===== src/design/rpc_pkg.sv =====
// ----------------------------------------------------------------------------
// rpc_pkg: shared types and constants for the pair-count run-length encoder
// Holds the queued request format between front and back, queue sizing and
// the encoder's fixed thresholds.
// ----------------------------------------------------------------------------
package rpc_pkg;

  // Width of the bytes-left field of an input request.
  localparam int LEN_BITS    = 16;

  // Encoder thresholds.
  localparam logic [7:0] FULL_COUNT = 8'd255;
  localparam int NEAR_END    = 3;
  localparam int SHORT_MIN   = 2;

  // Results one input request may cause.
  localparam int MAX_RESULTS = 3;
  localparam int NUM_W       = $clog2(MAX_RESULTS + 1);
  localparam int IDX_W       = $clog2(MAX_RESULTS);

  // Request queue between front and back.
  localparam int QUEUE_DEPTH = 4;
  localparam int QPTR_W      = $clog2(QUEUE_DEPTH);

  // One classified input request: up to three result bytes.
  typedef struct packed {
    logic [NUM_W-1:0]             num;     // results to emit, 1..MAX_RESULTS
    logic [MAX_RESULTS-1:0][7:0]  bytes;   // result bytes, index 0 first
    logic                         err;     // short-block error result
  } cmd_t;

  // Queue status seen by the back and the top level.
  typedef struct packed {
    logic full;
    logic empty;
  } q_stat_t;

endpackage


===== src/design/rpc_front.sv =====
// ----------------------------------------------------------------------------
// rpc_front: input stage of the pair-count run-length encoder
// Tracks block and run state and turns each accepted request into a command
// of up to three result bytes for the queue.
// ----------------------------------------------------------------------------
module rpc_front (
  input  logic                        clk,
  input  logic                        rst_n,
  input  logic                        accept,
  input  logic [7:0]                  data_byte,
  input  logic [rpc_pkg::LEN_BITS-1:0] bytes_left,
  output logic                        push,
  output rpc_pkg::cmd_t               cmd
);
  import rpc_pkg::*;

  logic [7:0] prev_r, prev_nxt;
  logic       run_r, run_nxt;
  logic [7:0] cnt_r, cnt_nxt;
  logic       started_r, started_nxt;
  logic       rej_r, rej_nxt;

  logic [7:0] p;
  logic       run_now;
  logic [7:0] cnt_now;
  logic [7:0] inc;
  logic       near_end;
  logic       at_end;

  always_comb begin
    p        = started_r ? prev_r : 8'd0;
    run_now  = started_r ? run_r : 1'b0;
    cnt_now  = started_r ? cnt_r : 8'd0;
    inc      = cnt_now + 8'd1;
    near_end = bytes_left < LEN_BITS'(NEAR_END);
    at_end   = bytes_left == '0;

    prev_nxt    = prev_r;
    run_nxt     = run_r;
    cnt_nxt     = cnt_r;
    started_nxt = started_r;
    rej_nxt     = rej_r;
    cmd         = '0;

    if (!started_r && bytes_left < LEN_BITS'(SHORT_MIN)) begin
      // Short block: one error result, swallow the rest.
      prev_nxt    = 8'd0;
      run_nxt     = 1'b0;
      cnt_nxt     = 8'd0;
      started_nxt = !at_end;
      rej_nxt     = !at_end;
      cmd.num     = NUM_W'(1);
      cmd.err     = 1'b1;
    end else if (started_r && rej_r) begin
      if (at_end) begin
        started_nxt = 1'b0;
        rej_nxt     = 1'b0;
      end
    end else begin
      prev_nxt    = p;
      run_nxt     = run_now;
      cnt_nxt     = cnt_now;
      rej_nxt     = 1'b0;
      started_nxt = 1'b1;
      if (run_now) begin
        if (data_byte == p) begin
          cnt_nxt = inc;
          if (inc == FULL_COUNT) begin
            cmd.num      = NUM_W'(1);
            cmd.bytes[0] = inc;
            run_nxt      = 1'b0;
          end else if (near_end) begin
            cmd.num      = NUM_W'(2);
            cmd.bytes[0] = inc;
            cmd.bytes[1] = data_byte;
            run_nxt      = 1'b0;
          end
        end else begin
          // Run broken: count, then the new literal.
          cmd.num      = NUM_W'(2);
          cmd.bytes[0] = cnt_now;
          cmd.bytes[1] = data_byte;
          run_nxt      = 1'b0;
          prev_nxt     = data_byte;
        end
      end else begin
        cmd.num      = NUM_W'(1);
        cmd.bytes[0] = data_byte;
        if (!at_end) begin
          if (data_byte == p) begin
            if (near_end) begin
              cmd.num      = NUM_W'(3);
              cmd.bytes[1] = 8'd0;
              cmd.bytes[2] = data_byte;
            end else begin
              run_nxt = 1'b1;
              cnt_nxt = 8'd0;
            end
          end
          prev_nxt = data_byte;
        end
      end
      if (at_end) begin
        started_nxt = 1'b0;
        run_nxt     = 1'b0;
      end
    end
    push = accept && (cmd.num != '0);
  end

  always_ff @(posedge clk) begin
    if (!rst_n) begin
      prev_r    <= 8'd0;
      run_r     <= 1'b0;
      cnt_r     <= 8'd0;
      started_r <= 1'b0;
      rej_r     <= 1'b0;
    end else if (accept) begin
      prev_r    <= prev_nxt;
      run_r     <= run_nxt;
      cnt_r     <= cnt_nxt;
      started_r <= started_nxt;
      rej_r     <= rej_nxt;
    end
  end

endmodule


===== src/design/rpc_queue.sv =====
// ----------------------------------------------------------------------------
// rpc_queue: command queue between front and back
// Small flip-flop FIFO so that input and output stall independently.
// ----------------------------------------------------------------------------
module rpc_queue (
  input  logic            clk,
  input  logic            rst_n,
  input  logic            push,
  input  rpc_pkg::cmd_t   push_cmd,
  input  logic            pop,
  output rpc_pkg::cmd_t   head,
  output rpc_pkg::q_stat_t stat
);
  import rpc_pkg::*;

  cmd_t              mem_r [QUEUE_DEPTH];
  logic [QPTR_W-1:0] wr_ptr_r;
  logic [QPTR_W-1:0] rd_ptr_r;
  logic [QPTR_W:0]   count_r;

  assign head       = mem_r[rd_ptr_r];
  assign stat.full  = count_r == (QPTR_W+1)'(QUEUE_DEPTH);
  assign stat.empty = count_r == '0;

  always_ff @(posedge clk) begin
    if (push) begin
      mem_r[wr_ptr_r] <= push_cmd;
    end
  end

  always_ff @(posedge clk) begin
    if (!rst_n) begin
      wr_ptr_r <= '0;
      rd_ptr_r <= '0;
      count_r  <= '0;
    end else begin
      if (push) begin
        wr_ptr_r <= wr_ptr_r + QPTR_W'(1);
      end
      if (pop) begin
        rd_ptr_r <= rd_ptr_r + QPTR_W'(1);
      end
      if (push && !pop) begin
        count_r <= count_r + (QPTR_W+1)'(1);
      end else if (pop && !push) begin
        count_r <= count_r - (QPTR_W+1)'(1);
      end
    end
  end

endmodule


===== src/design/rpc_back.sv =====
// ----------------------------------------------------------------------------
// rpc_back: output stage of the pair-count run-length encoder
// Unpacks queued commands into single result requests, one per cycle while
// out_stall is low, into an output register.
// ----------------------------------------------------------------------------
module rpc_back (
  input  logic             clk,
  input  logic             rst_n,
  input  rpc_pkg::cmd_t    head,
  input  rpc_pkg::q_stat_t stat,
  output logic             pop,
  output logic             out_valid,
  input  logic             out_stall,
  output logic [7:0]       out_byte,
  output logic             out_last_of_item,
  output logic             out_too_short
);
  import rpc_pkg::*;

  cmd_t             cmd_r;
  logic             have_r, have_nxt;
  logic [IDX_W-1:0] idx_r, idx_nxt;
  logic             valid_r, valid_nxt;
  logic [7:0]       byte_r;
  logic             last_r;
  logic             short_r;

  cmd_t             src;
  logic [IDX_W-1:0] idx;
  logic             src_valid;
  logic             load;
  logic             is_last;

  always_comb begin
    src       = have_r ? cmd_r : head;
    idx       = have_r ? idx_r : '0;
    src_valid = have_r || !stat.empty;
    load      = src_valid && (!valid_r || !out_stall);
    is_last   = NUM_W'(idx) == src.num - NUM_W'(1);
    pop       = load && !have_r;
    have_nxt  = have_r;
    idx_nxt   = idx_r;
    if (load) begin
      have_nxt = !is_last;
      idx_nxt  = idx + IDX_W'(1);
    end
    valid_nxt = load || (valid_r && out_stall);
  end

  always_ff @(posedge clk) begin
    if (!rst_n) begin
      have_r  <= 1'b0;
      idx_r   <= '0;
      valid_r <= 1'b0;
    end else begin
      have_r  <= have_nxt;
      idx_r   <= idx_nxt;
      valid_r <= valid_nxt;
    end
  end

  always_ff @(posedge clk) begin
    if (pop) begin
      cmd_r <= head;
    end
    if (load) begin
      byte_r  <= src.bytes[idx];
      last_r  <= is_last;
      short_r <= src.err;
    end
  end

  assign out_valid        = valid_r;
  assign out_byte         = byte_r;
  assign out_last_of_item = last_r;
  assign out_too_short    = short_r;

endmodule


===== src/design/rle_pair_count_encoder.sv =====
// ----------------------------------------------------------------------------
// rle_pair_count_encoder: byte-stream run-length encoder with pair counts
// Path: the edge that accepts a request writes its command into the queue;
//   the back then loads its results into the output register in queue
//   order, once that register is free.
// Throughput: one input request per cycle while the queue has room; the
//   single output register emits one result per cycle while out_stall is
//   low, so the results of a request with two or three results leave in turn.
// Reset: synchronous, active low; clears block/run state, queue and output.
// ----------------------------------------------------------------------------
module rle_pair_count_encoder (
  input  logic                         clk,
  input  logic                         rst_n,
  input  logic                         in_valid,
  output logic                         in_stall,
  input  logic [7:0]                   in_data_byte,
  input  logic [rpc_pkg::LEN_BITS-1:0] in_bytes_left,
  output logic                         out_valid,
  input  logic                         out_stall,
  output logic [7:0]                   out_byte,
  output logic                         out_last_of_item,
  output logic                         out_too_short
);
  import rpc_pkg::*;

  logic    accept;
  logic    push;
  logic    pop;
  cmd_t    push_cmd;
  cmd_t    head;
  q_stat_t stat;

  // Stall the input only when the queue has no room for another command.
  assign in_stall = stat.full;
  assign accept   = in_valid && !in_stall;

  // Front: classify each request and update block/run state.
  rpc_front u_front (
    .clk        (clk),
    .rst_n      (rst_n),
    .accept     (accept),
    .data_byte  (in_data_byte),
    .bytes_left (in_bytes_left),
    .push       (push),
    .cmd        (push_cmd)
  );

  // Queue: decouple input stalls from output stalls.
  rpc_queue u_queue (
    .clk      (clk),
    .rst_n    (rst_n),
    .push     (push),
    .push_cmd (push_cmd),
    .pop      (pop),
    .head     (head),
    .stat     (stat)
  );

  // Back: serialize each command into result requests.
  rpc_back u_back (
    .clk              (clk),
    .rst_n            (rst_n),
    .head             (head),
    .stat             (stat),
    .pop              (pop),
    .out_valid        (out_valid),
    .out_stall        (out_stall),
    .out_byte         (out_byte),
    .out_last_of_item (out_last_of_item),
    .out_too_short    (out_too_short)
  );

`ifndef SYNTH
  // Never write a full queue.
  a_no_push_full: assert property (@(posedge clk) disable iff (!rst_n)
    push |-> !stat.full) else $error("push into full queue");

  // Never pop an empty queue.
  a_no_pop_empty: assert property (@(posedge clk) disable iff (!rst_n)
    pop |-> !stat.empty) else $error("pop from empty queue");

  // A short-block error is always a request's only result.
  a_err_alone: assert property (@(posedge clk) disable iff (!rst_n)
    (out_valid && out_too_short) |-> out_last_of_item)
    else $error("error result not last of its request");
`endif

endmodule


===== config.mk =====
export PLATFORM = sky130hd
export DESIGN_NAME = rle_pair_count_encoder
export DESIGN_NICKNAME = d
export VERILOG_FILES = /design/src/design/rpc_pkg.sv /design/src/design/rpc_front.sv /design/src/design/rpc_queue.sv /design/src/design/rpc_back.sv /design/src/design/rle_pair_count_encoder.sv
export SDC_FILE = /design/constraint.sdc
export NUM_CORES = 1
export LEC_CHECK = 0
export CORE_ASPECT_RATIO = 0.9
export CORE_UTILIZATION = 45
export CTS_BUF_LIST = sky130_fd_sc_hd__clkbuf_8 sky130_fd_sc_hd__clkbuf_16
export CTS_CLUSTER_SIZE = 20
export DETAILED_ROUTE_END_ITERATION = 12
export DONT_BUFFER_PORTS = 1
export PLACE_DENSITY = 0.66
export SLEW_MARGIN = 20
export SYNTH_ARGS = -nofsm -noshare
export SYNTH_HDL_FRONTEND = slang
export SYNTH_HIERARCHICAL = 1
export SYNTH_SLANG_ARGS = --single-unit

===== constraint.sdc =====
create_clock -name clk -period 10.25 [get_ports clk]
set_input_delay 2.05 -clock clk [delete_from_list [all_inputs] [get_ports clk]]
set_output_delay 2.05 -clock clk [all_outputs]
set_load 0.05 [all_outputs]

==> results.txt <==
The run finished with clean final reports. The post-synthesis cell type with the largest combined area is edfxtp_1. The fraction of the mapped netlist area in compound gates is 0.109.

The final routed DRC violation total is 0. The initial standard-cell utilization of the core is 0.462. The sequential share of the synthesized area came out at 0.612. The combinational family with the most area after synthesis is simple AND/OR/NAND/NOR gates. The slowest stage of the critical path is the nor3_2 cell. The library cell used most frequently in the layout, excluding fill and tap cells, is edfxtp_1.

The wire length reported by the detailed router came out at roughly 17 mm. Row generation in the floorplan step produced 46 rows. Input and output buffers added on the ports amount to 0.

The layout-stage area growth over the synthesis result came out at 9.77%. The post-route core utilization is 0.507. Of the total synthesized cell area, the portion taken by full adders, half adders and majority gates is 0.0132.

The Yosys step of the flow raised 6 warnings. The clock sink count is 177. The nature of the critical path startpoint is a primary input. The post-layout worst setup margin came out at around 5.0 ns.

After technology mapping, the gate count stands at roughly 600. The setup violation total in the final timing report is 0. The via total after detailed routing is 4,999. The synthesized netlist net count came out at 628. At the worst endpoint, the required time is 10.60 ns. The critical path goes through and4bb_1 > a22oi_1 > a22oi_1 > nand2_2 > nor3_2 > o31a_1 > ha_1 > inv_1 > fa_1 > xor2_1 > or3_1 > a21boi_0. The setup TNS after final layout came out at 0 ns. Of all nets on the critical path, the largest fanout is 33. The peak ir drop on the vdd network came out at approximately 0.00012 V. Setup slack on the worst reg-to-reg path comes out at roughly 5.8 ns.

The maximum clock insertion buffer count is 2. The number of different library cells in the post-synthesis netlist is 74. The number of enable flip-flop cells after synthesis came out at 145. The final setup skew came out at 0.0129 ns. The number of global-route vias before repair came out at slightly below 5,000. The maximum clock frequency is 0.192 GHz. After clock tree synthesis, the repair step resized 0 gates. The number of antenna diodes in the final layout is 0.

The area fraction of the dominant cell type after synthesis is 0.533. Routability-driven placement finished with a final weighted congestion of between 0.9 and 1. The fraction of registers with async set/reset is 0. The delay of the slowest cell on the worst path came out at 0.65 ns. The TritonCTS buffer count is 17. 40 I/O pins were placed. The area of the core is 17,700 sq um. The global-route met1 utilization is 0.258. The total standard cell area after synthesis is 8170 sq um. The portion of netlist area occupied by mux cells came out at 0.0999.

The simple-gate share of the synthesized area is 0.116. The die boundary height came out at 130 um. The worst slew margin relative to its limit is 0.332.

By instance count, the cell type seen most on the critical path is a22oi_1. The global routing stage identified its most utilized layer as met2. The count of nets left with antenna violations once routing finished came out at 0. The final standard cell area without fillers is 8960 sq um. Global routing finished with a remaining overflow of 0. The post-synthesis xor/xnor area fraction is 0.0161. The ratio of final minimum period to clock period came out at 0.508. The number of fillers in the final layout came out at 1,479. The worst setup path is captured at a register. The largest net degree at the start of global routing came out at 44. The post-synthesis register bit count came out at between 150 and 200. The latest clock arrival within the worst-skew pair came out at 0.43 ns. Setup repair after global routing left no endpoint under its margin.

The power density over the cells is 252 nW/um^2. The ratio of cells with drive above 1 in the final layout came out at 0.152. The critical path data arrival time came out at 5.56 ns. The worst hold path belongs to the class register to register. By area the synthesized netlist is led by edfxtp_1 53%, dfxtp_1 7.8%, mux4_2 5.5%. The leakage power summed over all cells is 3.03 nW. The floorplan step set the die width to 144 um. The number of setup buffers added after CTS came out at 0. In the synthesized netlist the dominant register cell turns out to be edfxtp_1. The average routed wire per standard cell is 20.4 um.

Averaged over all synthesized cells, the footprint is roughly 14 sq um. Clock tree synthesis selected as its root buffer the cell clkbuf_16. The first-pass GRT wire length is 26.7 mm. For this run, the detailed router's first-pass iteration total came to 5. The worst setup path is of the primary input to register kind. The placement-stage cell area is a little over 8000 sq um. Max-cap violations in this run came to 0. The global-route total usage across every layer came out at 0.196.

The clock period minus worst slack came out at 5.21 ns. The detailed placement HPWL came out at 10.9 mm. The routed via count divided by cell count is roughly 6. The area of the die is ~19,000 sq um. Leaving out fill and tap cells, the most frequent cells in the layout are 145 x edfxtp_1, 39 x nand2_1, 35 x nor2_1. The hold violation count in the final report came out at 0.

TritonCTS built the clock tree. The maximum level of the CTS H-tree is 4. The global-route track usage on met3 came out at 0.0514. The met2 track utilization from global routing is 0.311.

The number of pins exceeding their max-slew limit in the final report came out at 0. The number of nets in the layout came out at 615. The number of antenna violations at the first check in global routing was 0. The register clock-pin slew on the reported worst setup and hold paths came out at 0.07 ns. At the pin with the least slew margin, the transition time is 0.998 ns. The detailed router finished its first iteration with 387 violations. The worst setup slack after placement is approximately 4.6 ns. The number of hold-repair buffers added at the cts stage came out at 0.
==> registers in the layout, summed over array words and instances (netlist names), 2 cells and up, named ones only <==
register          count
u_back/idx_r          2
u_front/cnt_r         8
u_queue/mem_r       108
u_back/out_byte       8
u_back/cmd_r         27
u_front/prev_r        8
u_queue/count_r       3
u_queue/rd_ptr_r      2
u_queue/wr_ptr_r      2
==> cell families after synthesis <==
group	count (synthesis)
flip-flops	177
AND/OR/NAND/NOR	171
AO/OA/AOI/OAI	126
buffers and inverters	50
multiplexers	45
XOR/XNOR	15
adder cells (fa/ha/maj)	8
==> through the flow <==
| step | hold slack (ns) | cells | power [mW] |
|---|---|---|---|
| after floorplan | 0.472 | 592 | 1.47 |
| after global placement | 0.490 | 800 | 1.55 |
| after detailed placement | 0.519 | 800 | 1.57 |
| after CTS | 0.532 | 832 | 2.28 |
| after global routing | 0.540 | 832 | 2.37 |
| final | 0.534 | 832 | 2.26 |
==> metal layers <==
metal | vias up | wire length [um]
met2 | 177 | 8210
met3 | 21 | 1140
met4 | 0 | 201
met5 | - | 0
li1 | 2282 | -
met1 | 2519 | 7440
==> critical path: cells and delay by family <==
| kind | cells | cell delay (ns) |
|---|---|---|
| AND/OR/NAND/NOR | 4 | 1.70 |
| AO/OA/AOI/OAI | 4 | 1.00 |
| adder cells (fa/ha/maj) | 2 | 0.59 |
| XOR/XNOR | 1 | 0.16 |
| buffers and inverters | 1 | 0.06 |
==> final cells by class <==
cell class                 count  area (sq um)  area share
sequential                   177          4990       0.557
multi-input combinational    365          2920       0.325
clock buffer                  17           425      0.0475
tap                          240           300      0.0335
clock inverter                15           229      0.0255
timing repair buffer           8          60.1     0.00670
inverter                      10          37.5     0.00419
==> report_power, final <==
group | total, mW | switching [mW] | internal [mW]
clock | 0.713 | 0.276 | 0.437
combinational | 0.426 | 0.237 | 0.189
sequential | 1.12 | 0.153 | 0.969
==> path summary, 6_finish.rpt <==
path	start	to	depth (start not counted)
max reg2reg	u_front/started_r	u_queue/count_r[2]	17
min reg2reg	u_queue/count_r[2]	u_queue/count_r[2]	2
max	in_data_byte[6]	u_queue/count_r[2]	12
min	u_queue/count_r[2]	u_queue/count_r[2]	2
==> synthesized netlist by cell type, drive strengths merged, types with 3 or more instances <==
cell	count
a21boi	3
nor4	6
mux4	27
a31oi	9
a211oi	13
nor2b	6
xor2	7
inv	10
xnor2	8
and2	34
a2bb2oi	9
edfxtp	145
nor3	7
a211o	3
o21ai	20
buf	21
nand3	12
mux2i	17
o211ai	3
a22oi	14
clkbuf	19
nand2	40
or3	4
a21oi	25
dfxtp	32
a31o	7
nand4	8
nor2	36
ha	7
Power figures use the tool's default switching activity.
